## src/design/dfhc_pkg.sv

```systemverilog
`timescale 1ns / 1ps
// ----------------------------------------------------------------------------
// dfhc_pkg
// Shared constants, types and helpers of the delimited field hash counter.
// ----------------------------------------------------------------------------
package dfhc_pkg;

  localparam int unsigned TABLE_ENTRIES = 1024;
  localparam int unsigned TAB_BITS      = $clog2(TABLE_ENTRIES);
  localparam int unsigned MAX_KEY_BYTES = 64;
  localparam int unsigned KEY_WORDS     = (MAX_KEY_BYTES + 7) / 8;
  localparam int unsigned KW_BITS       = $clog2(KEY_WORDS);
  localparam int unsigned LEN_BITS      = $clog2(MAX_KEY_BYTES + 1);
  localparam int unsigned COUNT_BITS    = 32;
  localparam int unsigned OCC_BITS      = TAB_BITS + 1;
  localparam int unsigned KEY_ADDR_BITS = TAB_BITS + KW_BITS;

  localparam logic [63:0] FNV_BASIS    = 64'hCBF2_9CE4_8422_2325;
  localparam logic [7:0]  PIPE_CHAR    = 8'h7C;
  localparam logic [7:0]  NEWLINE_CHAR = 8'h0A;

  typedef enum logic {OP_BYTE = 1'b0, OP_READ = 1'b1} op_e;
  typedef enum logic {KIND_STATUS = 1'b0, KIND_READ = 1'b1} kind_e;
  typedef enum logic [1:0] {
    ST_COUNTED  = 2'd0,
    ST_INSERTED = 2'd1,
    ST_TOO_LONG = 2'd2,
    ST_FULL     = 2'd3
  } stat_e;
  typedef enum logic [1:0] {
    PH_SEEK1 = 2'd0,
    PH_SEEK2 = 2'd1,
    PH_KEY   = 2'd2,
    PH_EOL   = 2'd3
  } phase_e;
  typedef enum logic [2:0] {
    S_CLEAR, S_IDLE, S_READ, S_META, S_CMP, S_INS
  } ctl_state_e;

  typedef struct packed {
    logic       operation;
    logic [7:0] data_byte;
    logic       chunk_start;
    logic [9:0] slot_index;
    logic [2:0] word_index;
  } dfhc_in_t;

  typedef struct packed {
    logic        result_kind;
    logic [1:0]  status;
    logic [9:0]  slot;
    logic        slot_valid;
    logic [31:0] hit_count;
    logic [6:0]  key_length;
    logic [63:0] key_word;
  } dfhc_out_t;

  typedef struct packed {
    logic                  used;
    logic [LEN_BITS-1:0]   len;
    logic [COUNT_BITS-1:0] count;
  } meta_t;

  typedef struct packed {
    logic accept;
    logic clr_step;
    logic rd_issue;
    logic rd_done;
    logic look_start;
    logic ovf_done;
    logic probe_next;
    logic cmp_start;
    logic cmp_step;
    logic hit_done;
    logic ins_start;
    logic full_done;
    logic ins_step;
  } ctl_cmd_t;

  typedef struct packed {
    logic is_read;
    logic key_close;
    logic key_ovf;
    logic clr_last;
    logic meta_used;
    logic len_match;
    logic table_full;
    logic word_last;
    logic word_eq;
    logic mismatch;
    logic out_busy;
  } dp_stat_t;

  // FNV-1a step; the prime is 2^40 + 0x1B3, so the product is a sum of shifts
  function automatic logic [63:0] fnv_step(logic [63:0] h, logic [7:0] b);
    logic [63:0] x;
    x = h ^ {56'd0, b};
    return x + (x << 1) + (x << 4) + (x << 5) + (x << 7) + (x << 8) + (x << 40);
  endfunction

endpackage

```

## src/design/dfhc_ctrl.sv

```systemverilog
`timescale 1ns / 1ps
// ----------------------------------------------------------------------------
// dfhc_ctrl
// Controller: table clear, slot reads, probe walk, key compare and insert.
// ----------------------------------------------------------------------------
module dfhc_ctrl import dfhc_pkg::*; (
  input  logic     clk_i,
  input  logic     rst_ni,
  input  logic     in_valid_i,
  input  logic     out_ready_i,
  input  dp_stat_t stat_i,
  output logic     in_ready_o,
  output ctl_cmd_t cmd_o
);
  ctl_state_e state_q, state_d;

  always_ff @(posedge clk_i or negedge rst_ni) begin
    if (!rst_ni) begin
      state_q <= S_CLEAR;
    end else begin
      state_q <= state_d;
    end
  end

  always_comb begin
    state_d    = state_q;
    cmd_o      = '0;
    in_ready_o = 1'b0;
    unique case (state_q)
      S_CLEAR: begin
        cmd_o.clr_step = 1'b1;
        if (stat_i.clr_last) state_d = S_IDLE;
      end
      S_IDLE: begin
        in_ready_o = !stat_i.out_busy || out_ready_i;
        if (in_valid_i && in_ready_o) begin
          cmd_o.accept = 1'b1;
          if (stat_i.is_read) begin
            cmd_o.rd_issue = 1'b1;
            state_d = S_READ;
          end else if (stat_i.key_close) begin
            if (stat_i.key_ovf) begin
              cmd_o.ovf_done = 1'b1;
            end else begin
              cmd_o.look_start = 1'b1;
              state_d = S_META;
            end
          end
        end
      end
      S_READ: begin
        cmd_o.rd_done = 1'b1;
        state_d = S_IDLE;
      end
      S_META: begin
        if (!stat_i.meta_used) begin
          if (stat_i.table_full) begin
            cmd_o.full_done = 1'b1;
            state_d = S_IDLE;
          end else begin
            cmd_o.ins_start = 1'b1;
            state_d = S_INS;
          end
        end else if (stat_i.len_match) begin
          cmd_o.cmp_start = 1'b1;
          state_d = S_CMP;
        end else begin
          cmd_o.probe_next = 1'b1;
        end
      end
      S_CMP: begin
        if (!stat_i.word_last) begin
          cmd_o.cmp_step = 1'b1;
        end else if (!stat_i.mismatch && stat_i.word_eq) begin
          cmd_o.hit_done = 1'b1;
          state_d = S_IDLE;
        end else begin
          cmd_o.probe_next = 1'b1;
          state_d = S_META;
        end
      end
      S_INS: begin
        cmd_o.ins_step = 1'b1;
        if (stat_i.word_last) state_d = S_IDLE;
      end
      default: state_d = S_IDLE;
    endcase
  end

  a_clear_blocks: assert property (@(posedge clk_i) disable iff (!rst_ni)
    state_q == S_CLEAR |-> !in_ready_o)
    else $error("request taken during table clear");
  a_read_one: assert property (@(posedge clk_i) disable iff (!rst_ni)
    cmd_o.rd_issue |=> cmd_o.rd_done)
    else $error("slot read result not produced");
endmodule

```

## config.mk

```make
export PLATFORM = sky130hd
export DESIGN_NAME = dfhc_ctrl
export DESIGN_NICKNAME = d
export VERILOG_FILES = /design/src/design/dfhc_pkg.sv /design/src/design/dfhc_ctrl.sv
export SDC_FILE = /design/constraint.sdc
export NUM_CORES = 1
export LEC_CHECK = 0
export BUFFER_PORTS_ARGS = -buffer_cell sky130_fd_sc_hd__buf_2
export CAP_MARGIN = 20
export CORE_AREA = 2 2 39 41
export DETAILED_ROUTE_END_ITERATION = 8
export DIE_AREA = 0 0 41 43
export PLACE_DENSITY = 0.53
export SETUP_SLACK_MARGIN = 0.3
export SLEW_MARGIN = 0
export SYNTH_ARGS = -nofsm -noshare
export SYNTH_HDL_FRONTEND = slang
export SYNTH_SLANG_ARGS = --single-unit
export TNS_END_PERCENT = 5
```

## constraint.sdc

```tcl
create_clock -name clk_i -period 2.1 [get_ports clk_i]
set_input_delay 0.21 -clock clk_i [delete_from_list [all_inputs] [get_ports clk_i]]
set_output_delay 0.21 -clock clk_i [all_outputs]
set_load 0.1 [all_outputs]
```

==> summary.md, run 1 <==
| Metric | Value |
|---|---|
| Worst-Margin Slew | 0.484 ns |
| Fmax | 0.557 GHz |
| Cells after Synth | 38 |
| Crit Path Max Fanout | 5 |
| Pre-antenna DRT Iters | 3 |
| Syn Std Cell Area | 314 um2 |
| Outcome | finished, final reports clean |
| Critical path capture point type | output port |
| GRT overflow | 0 |
| DP HPWL | between 700 and 800 um |
| Post-Syn Nets | 53 |
| Leak pwr | 0.347 nW |
| Final setup viols | 0 |
| Initial Util | 0.227 |
| Max reg flops | 3 |
| CTS Buf Count | 3 |
| Via Count | approximately 430 |
| Place WS | 0.355 ns |
| Max IR drop VDD | approximately 640 uV |
| Period utilization | 0.855 |
| Post-layout net count | between 90 and 100 |
| Slowest CP cell | dfrtp_2 |
| Routed length per placed instance | 9.99 um |
| # H-tree levels | 1 |
| Worst-path clk slew | approximately 0.03 ns |
| GR Util met3 | 0.0628 |
| Area grow syn2layout | 127% |
| Clock Sink Count | 3 |
| Buf+Inv Stages, Crit Path | 1 |
| WP data required | roughly 1.9 ns |
| RSZ-0062 raised after global routing | true |
| Final Non-Filler Cells | 93 |
| WHS | 0.242 ns |
| DRC errors left | 0 |
| Startpoint types | flip-flop |
| Rel. slew slack | 0.679 |
| Final min period | 1.80 ns |
| Biggest register | state_q |
| Die ar. | 1760 um2 |
| Clk Latency, worst-skew pair | 0.24 ns |
| Maxcap violations | 0 |
| Die width | 41 um |
| Met2 usage | 0.166 |
| DRT Wirelength | 929 um |
| Hold crit path type | in -> reg |
| Endpoints failing hold | 0 |
| Finished Core Util | 0.516 |
| DR iter-0 viols | 5 |
| Final Max Tran Viols | 0 |
| Initial antenna violation count | 0 |
| Top_reg_cell synth | dfrtp_1 |
| Total core area | roughly 1400 um2 |
| Routed vias/inst | 4.60 |
| DRT antenna net count | 0 |
| First-pass GRT wire length | 1410 um |
| Largest stage delay, worst path | between 0.4 and 0.5 ns |
| Clock tree buffer depth | 2 |
| Synthesis Warnings | 0 |
| Crit path DAT | 1.59 ns |
| Met1 GRT Util | 0.157 |
| #FFs+latches synth | 3 |
| GPL Wtd Cong | 0.648 |
| Crit Path Category | reg -> out |
| PD cells | 1150 nW/um2 |
| CTS tree | done |
| I/O pin cnt | 29 |
| Post-synthesis sequential area ratio | 0.239 |
| Pin count of the biggest net entering global routing | 9 |
| Tot Pwr | 0.824 mW |
| Placed cells | 82 |
| I/O Buffers | 28 |
| CP top delay family | simple AND/OR/NAND/NOR gates |
| Gr usage total | 0.117 |
| Top Registers | state_q x3 |
| Distinct cells, synth | 21 |
| Proportion of layout cells with a drive suffix above 1 | 0.688 |
| Clk_skew | 0.00947 ns |
| Die H | 43 um |
| Most used routing layer | met2 |
| Row count | 14 |
| Antenna cells | 0 |
| CP Cell Sequence | and2b_1 > and4b_4 > and4b_2 > buf_12 |
| Ys async rst share | 1.00 |
| Vias in the first global route | 348 |
| Number of flops mapped to enable cells by yosys | 0 |
| PnR worst setup slack | 0.305 ns |
| Root Buffer Master | clkbuf_4 |
| Synthesized area per cell | around 8.3 um2 |
stage by stage:
stage | setup TNS (ns) | cell area [um2]
after floorplan | -0.0724 | 392
after global placement | 0 | 612
after global routing | 0 | 714
final | 0 | 714
after detailed placement | 0 | 612
after CTS | 0 | 673
metal layers:
metal,vias up,part of all wire
met1,193,0.43
li1,221,-
met5,-,0
met4,0,0
met3,0,0.084
met2,14,0.48
worst paths after layout:
kind | start | endpoint | slack, ns | depth (start not counted)
setup / recovery | state_q[2] | cmd_o[7] | 0.30 | 4
hold / removal | stat_i[3] | state_q[2] | 0.24 | 2
setup reg to reg | state_q[1] | state_q[1] | 0.88 | 4
hold reg to reg | state_q[1] | state_q[2] | 0.65 | 1
max in group asynchronous | rst_ni | state_q[2] | 1.68 | 2
min in group asynchronous | rst_ni | state_q[0] | 0.29 | 2
synth_stat cells (2+ instances only):
cell type / instances / share of area
nand2_1: 4 / 0.048
and4b_1: 3 / 0.096
dfrtp_1: 3 / 0.24
inv_1: 3 / 0.036
nor2_1: 3 / 0.036
nor3_1: 3 / 0.048
nor3b_1: 3 / 0.072
a21o_1: 2 / 0.048
o32ai_1: 2 / 0.056
cells by family after synthesis:
family	count (synthesis)	share of synthesized area
AO/OA/AOI/OAI	6	0.179
AND/OR/NAND/NOR	25	0.522
buffers and inverters	4	0.0598
flip-flops	3	0.239
final cells by class:
cell class	count	area [um2]
Tap cell	16	20.0
Timing Repair Buffer	36	277
Clock buffer	4	26.3
Fill cell	131	669
Inverter	3	11.3
Multi-Input combinational cell	31	303
Sequential cell	3	77.6
placed cells by master, fill, tap and decap left out:
cell,count
buf_2,20
buf_4,10
nand2_1,4
buf_12,4
inv_1,3
clkbuf_4,3
and4b_2,2
nor3b_4,2
nor2_2,2
o32ai_1,2
a21o_1,2
dfrtp_2,2
and2b_1,1
nand2b_1,1
and4b_4,1
nand3b_1,1
nand4bb_2,1
nor2b_1,1
o32ai_4,1
nor4_4,1
nor3_4,1
and2_1,1
nor3b_2,1
nor3_2,1
nor2_1,1
o21a_1,1
nor3_1,1
nand3_1,1
and4b_1,1
clkbuf_1,1
dlygate4sd3_1,1
buf_6,1
dfrtp_1,1
power breakdown:
group,switching [mW],total [mW],internal (mW),leakage (nW)
Sequential,0.0400,0.119,0.0791,0.0356
Combinational,0.427,0.601,0.174,0.296
Clock,0.0325,0.104,0.0713,0.0150
repair_timing:
action	4_1_cts	5_1_grt
gates cloned	0	0
buffers inserted	2	4
setup endpoints to repair	9	8
resized for setup	4	4
pin swaps	1	3
hold buffers	1	0
endpoints found under the hold margin	3	0
No activity file was read; power rests on OpenSTA's default activity.
==> run 2: changes to the inputs <==
- GPL_TIMING_DRIVEN: not set -> 0
- PLACE_DENSITY: 0.53 -> not set
==> run 2 against run 1 <==
Compared with the run above:
- utilization down 3.5 points
- sequential power fell by 5%
- global-route usage grew 1.2 points
- cell area fell by 6.8%
- critical path depth stayed put
- sequential share of layout area up 0.80 points
- highest routed layer is now met4
- total power shrank 4.5%
- setup slack better by 0.0033 ns
- wire length decreased by 0.54%
- non-clock buffer count is 3 lower
==> summary.md, run 2 (same netlist as run 1, synthesis figures left out) <==
| Metric | Value |
|---|---|
| Worst-Margin Slew | 0.484 ns |
| Gr usage total | 0.129 |
| Clk_skew | 0.000618 ns |
| Routed vias/inst | 4.72 |
| Routed length per placed instance | 10.3 um |
| I/O Buffers | 28 |
| DRC errors left | 0 |
| DR iter-0 viols | 3 |
| Hold crit path type | in -> reg |
| Leak pwr | 0.325 nW |
| RSZ-0062 raised after global routing | true |
| CTS tree | done |
| Number of fill cells in the layout | about 150 |
| Endpoints failing hold | 0 |
| Most frequent cells in the layout | buf_2 (20), buf_4 (6), clkbuf_4 (5) |
| Pin count of the biggest net entering global routing | 11 |
| Final Max Tran Viols | 0 |
| Period utilization | 0.853 |
| Startpoint types | flip-flop |
| Crit path DAT | 1.58 ns |
| Final min period | 1.79 ns |
| Top Registers | state_q x3 |
| Biggest register | state_q |
| Die ar. | 1760 um2 |
| Clock Sink Count | 3 |
| Initial antenna violation count | 0 |
| GRT overflow | 0 |
| Pre-antenna DRT Iters | 2 |
| Clk Latency, worst-skew pair | 0.23 ns |
| Critical path capture point type | output port |
| First-pass GRT wire length | 1520 um |
| Antenna cells | 0 |
| Rel. slew slack | 0.679 |
| Setup_tns | 0 ns |
| Max IR drop VDD | 576 uV |
| I/O pin cnt | 29 |
| Vias in the first global route | around 400 |
| Total core area | 1380 um2 |
| Outcome | finished, final reports clean |
| Die width | 41 um |
| CTS Buf Count | 3 |
| Row count | 14 |
| DP HPWL | 731 um |
| Crit Path Category | reg -> out |
| PD cells | about 1200 nW/um2 |
| DRT antenna net count | 0 |
| WP data required | 1.89 ns |
| Maxcap violations | 0 |
| Root Buffer Master | clkbuf_4 |
| Initial Util | 0.227 |
| DRT Wirelength | about 920 um |
| Proportion of layout cells with a drive suffix above 1 | 0.662 |
| # H-tree levels | 1 |
| Finished Core Util | 0.481 |
| Commonest non-fill, non-tap cell in the layout | buf_2 |
| Crit Path Max Fanout | 5 |
| GPL Wtd Cong | approximately 0.66 |
| Worst-path clk slew | 0.04 ns |
| Via Count | 425 |
| Fmax | 0.558 GHz |
| Final setup viols | 0 |
| Clock tree buffer depth | 2 |
| Area grow syn2layout | 112% |
| Die H | roughly 43 um |
| Max reg flops | 3 |
| Post-layout net count | 90 |
## run 2: cell count changes in the layout (fill, tap and decap cells not counted), sizes merged
cell	previous run	this run
buf	35	30
clkbuf	4	6
## run 2: power breakdown
part           internal (mW)  switching, mW
clock                 0.0713         0.0314
sequential            0.0791         0.0336
combinational          0.143          0.428
total                  0.294          0.493
## run 2: worst max-delay path, cell delays in order (launching register included)
cell and delay [ns]:
dfrtp_2 0.42, and2b_1 0.23, and4b_4 0.26, and4b_2 0.26, buf_12 0.18
## run 2: routing by layer
| metal | track usage | share of wire |
|---|---|---|
| met1 | 0.152 | 0.38 |
| met2 | 0.197 | 0.55 |
| met3 | 0.0157 | 0.057 |
| met4 | 0.100 | 0.015 |
| met5 | 0 | 0 |
## run 2: area by class of cell
class                      instances  area, um2  area share
multi-input combinational         31        298       0.447
buffer                             1       7.51      0.0113
inverter                           3       11.3      0.0169
timing repair buffer              32        225       0.338
tap                               16       20.0      0.0301
clock buffer                       4       26.3      0.0395
sequential                         3       77.6       0.117
## run 2: worst paths after layout
path	startpoint	endpoint	slack [ns]	cells past startpoint
max in group asynchronous	rst_ni	state_q[0]	1.69	2
min reg2reg	state_q[0]	state_q[0]	0.68	2
min in group asynchronous	rst_ni	state_q[2]	0.29	2
max reg2reg	state_q[1]	state_q[1]	0.89	5
min	stat_i[3]	state_q[2]	0.23	2
max	state_q[2]	cmd_o[8]	0.31	4
## run 2: stage by stage
step	cell area [um2]	instances	setup WS [ns]	power, mW	hold WS (ns)
2_1_floorplan	392	38	-0.0724	0.570	-0.0856
5_1_grt	666	90	0.230	0.830	0.245
4_1_cts	657	90	0.294	0.792	0.229
6_report	666	90	0.308	0.787	0.234
3_5_place_dp	552	82	0.196	0.650	0.00783
3_3_place_gp	552	82	0.192	0.650	0.00772
## run 2: timing repair
item | CTS | global route
resized for setup | 15 | 3
buffers inserted | 3 | 0
pin swaps | 1 | 0
endpoints found under the setup margin | 9 | 10
hold endpoints to repair | 3 | 0
hold buffers | 1 | 0
==> run 3: changes to the inputs <==
- CTS_BUF_LIST: not set -> sky130_fd_sc_hd__clkbuf_16
==> run 3 against run 2 <==
Compared with the run above:
- clock-buffer cell count down 1
- clock power rose to 2.9 times the previous value
- final cell count unchanged
- largest power group unchanged
- via count down 1.9%
- setup slack worse by 0.010 ns
- critical path depth unchanged
- hold slack better by 0.014 ns
- non-clock buffer count unchanged
- sequential power up 4%
- global-route usage down 0.70 points
- first-iteration DRC count down 100%
- combinational power up 1%
- largest cell class unchanged
==> summary.md, run 3 (same netlist as run 1, synthesis figures left out) <==
| Metric | Value |
|---|---|
| Startpoint types | flip-flop |
| Die width | 41 um |
| CTS tree | done |
| Biggest register | state_q |
| WP data required | approximately 1.9 ns |
| Root Buffer Master | clkbuf_16 |
| Crit path DAT | 1.59 ns |
| Gr usage total | 0.122 |
| Pre-antenna DRT Iters | 1 |
| Crit Path Category | reg -> out |
| Critical path capture point type | output port |
| PD cells | 1380 nW/um2 |
| WHS | 0.249 ns |
| Routed length per placed instance | 10.3 um |
| Post-layout net count | 90 |
| Worst-path clk slew | 0.03 ns |
| Clock tree buffer depth | 2 |
| Period utilization | 0.858 |
| RSZ-0062 raised after global routing | true |
| Rel. slew slack | 0.679 |
| Die ar. | about 1800 um2 |
| Final Cell Area | 716 um2 |
| Area grow syn2layout | 128% |
| Top Registers | state_q x3 |
| Number of fill cells in the layout | approximately 140 |
| Proportion of layout cells with a drive suffix above 1 | 0.662 |
| Commonest non-fill, non-tap cell in the layout | buf_2 |
| Endpoints failing hold | 0 |
| Outcome | finished, final reports clean |
| Clk_skew | 0.0000622 ns |
| Worst Hold Depth | 2 |
| DR iter-0 viols | 0 |
| Die H | roughly 43 um |
| CTS Buf Count | 3 |
| Row count | 14 |
| Fmax | about 0.55 GHz |
| Tot Pwr | 0.990 mW |
| Total core area | 1380 um2 |
| Crit Path Max Fanout | 8 |
| Initial Util | 0.227 |
| Placed cell areas | approximately 550 um2 |
| Min-delay src | stat_i[3] |
| Most frequent cells in the layout | buf_2 (21), buf_4 (6), inv_1 (4), nand2_1 (4), clkbuf_16 (3) |
| Worst r2r path cells | 4 |
| I/O pin cnt | 29 |
| Worst-Margin Slew | a little under 0.5 ns |
| Clock Sink Count | 3 |
| Final min period | 1.80 ns |
| DRT antenna net count | 0 |
| # H-tree levels | 1 |
| First-pass GRT wire length | 1510 um |
| Maxcap violations | 0 |
| Hold Crit Endpoint | state_q[2] |
| Vias in the first global route | 370 |
| GRT overflow | 0 |
| Setup slack, reg-to-reg | 0.88 ns |
| Initial antenna violation count | 0 |
| DP HPWL | between 700 and 800 um |
| DRC errors left | 0 |
| Max reg flops | 3 |
| Pin count of the biggest net entering global routing | 11 |
| Hold crit path type | in -> reg |
| Antenna cells | 0 |
| Max IR drop VDD | 601 uV |
| Setup_tns | 0 ns |
| GPL Wtd Cong | 0.662 |
| Via Count | 417 |
| I/O Buffers | 28 |
| Reg2reg end | state_q[1] |
| Reg-to-reg startpoint | state_q[2] |
| Clk Latency, worst-skew pair | between 0.2 and 0.25 ns |
| Final Max Tran Viols | 0 |
| Leak pwr | 0.352 nW |
| DRT Wirelength | ~930 um |
| Routed vias/inst | 4.63 |
| Final setup viols | 0 |
-- run 3: cell count changes in the layout (fill, tap and decap cells not counted), sizes merged --
cell    change
clkbuf      -2
buf         +1
inv         +1
-- run 3: repair_timing --
action	4_1_cts	5_1_grt
endpoints found under the hold margin	3	0
hold buffers	1	0
gates resized for setup	14	3
pin swaps	1	0
setup endpoints to repair	9	9
buffers inserted	3	0
-- run 3: critical path, cell delays in order (launching register included) --
cell and delay [ns]:
dfrtp_2 0.45, and2b_1 0.23, and4b_4 0.25, and4b_2 0.26
buf_12 0.18
-- run 3: through the flow --
stage | worst slack (ns) | utilization | std cells
2_1_floorplan | -0.0724 | - | 38
3_3_place_gp | 0.192 | 0.399 | 82
3_5_place_dp | 0.196 | 0.399 | 82
4_1_cts | 0.299 | 0.510 | 90
5_1_grt | 0.233 | 0.517 | 90
6_report | 0.298 | 0.517 | 90
-- run 3: area by class of cell --
| cell class | count | area, um2 | share of cell area |
|---|---|---|---|
| tap | 16 | 20.0 | 0.0280 |
| inverter | 3 | 11.3 | 0.0157 |
| multi-input combinational | 31 | 298 | 0.416 |
| buffer | 1 | 7.51 | 0.0105 |
| clock inverter | 1 | 3.75 | 0.00524 |
| sequential | 3 | 77.6 | 0.108 |
| timing repair buffer | 32 | 223 | 0.311 |
| clock buffer | 3 | 75.1 | 0.105 |
-- run 3: routing by layer --
metal	GRT usage	vias to the layer above	wire length, um
met2	0.194	11	506
met4	0.0400	0	0
met5	0	-	0
met3	0.0157	0	50
li1	-	213	-
met1	0.162	193	373
-- run 3: where the power goes --
group	total, mW	internal (mW)	switching (mW)	leakage [nW]
clock	0.297	0.246	0.0515	0.0423
combinational	0.577	0.151	0.426	0.274
sequential	0.117	0.0792	0.0375	0.0356
total	0.990	0.475	0.515	0.352
-- run 3: worst max-delay path by stage --
stage	from	end	depth (start not counted)	slack (ns)
2_1_floorplan	state_q[2]	cmd_o[10]	3	-0.07
3_3_place_gp	state_q[0]	cmd_o[6]	3	0.19
3_5_place_dp	state_q[0]	cmd_o[6]	3	0.20
4_1_cts	state_q[0]	cmd_o[3]	3	0.30
5_1_grt	state_q[2]	cmd_o[7]	4	0.23
6_report	state_q[2]	cmd_o[8]	4	0.30
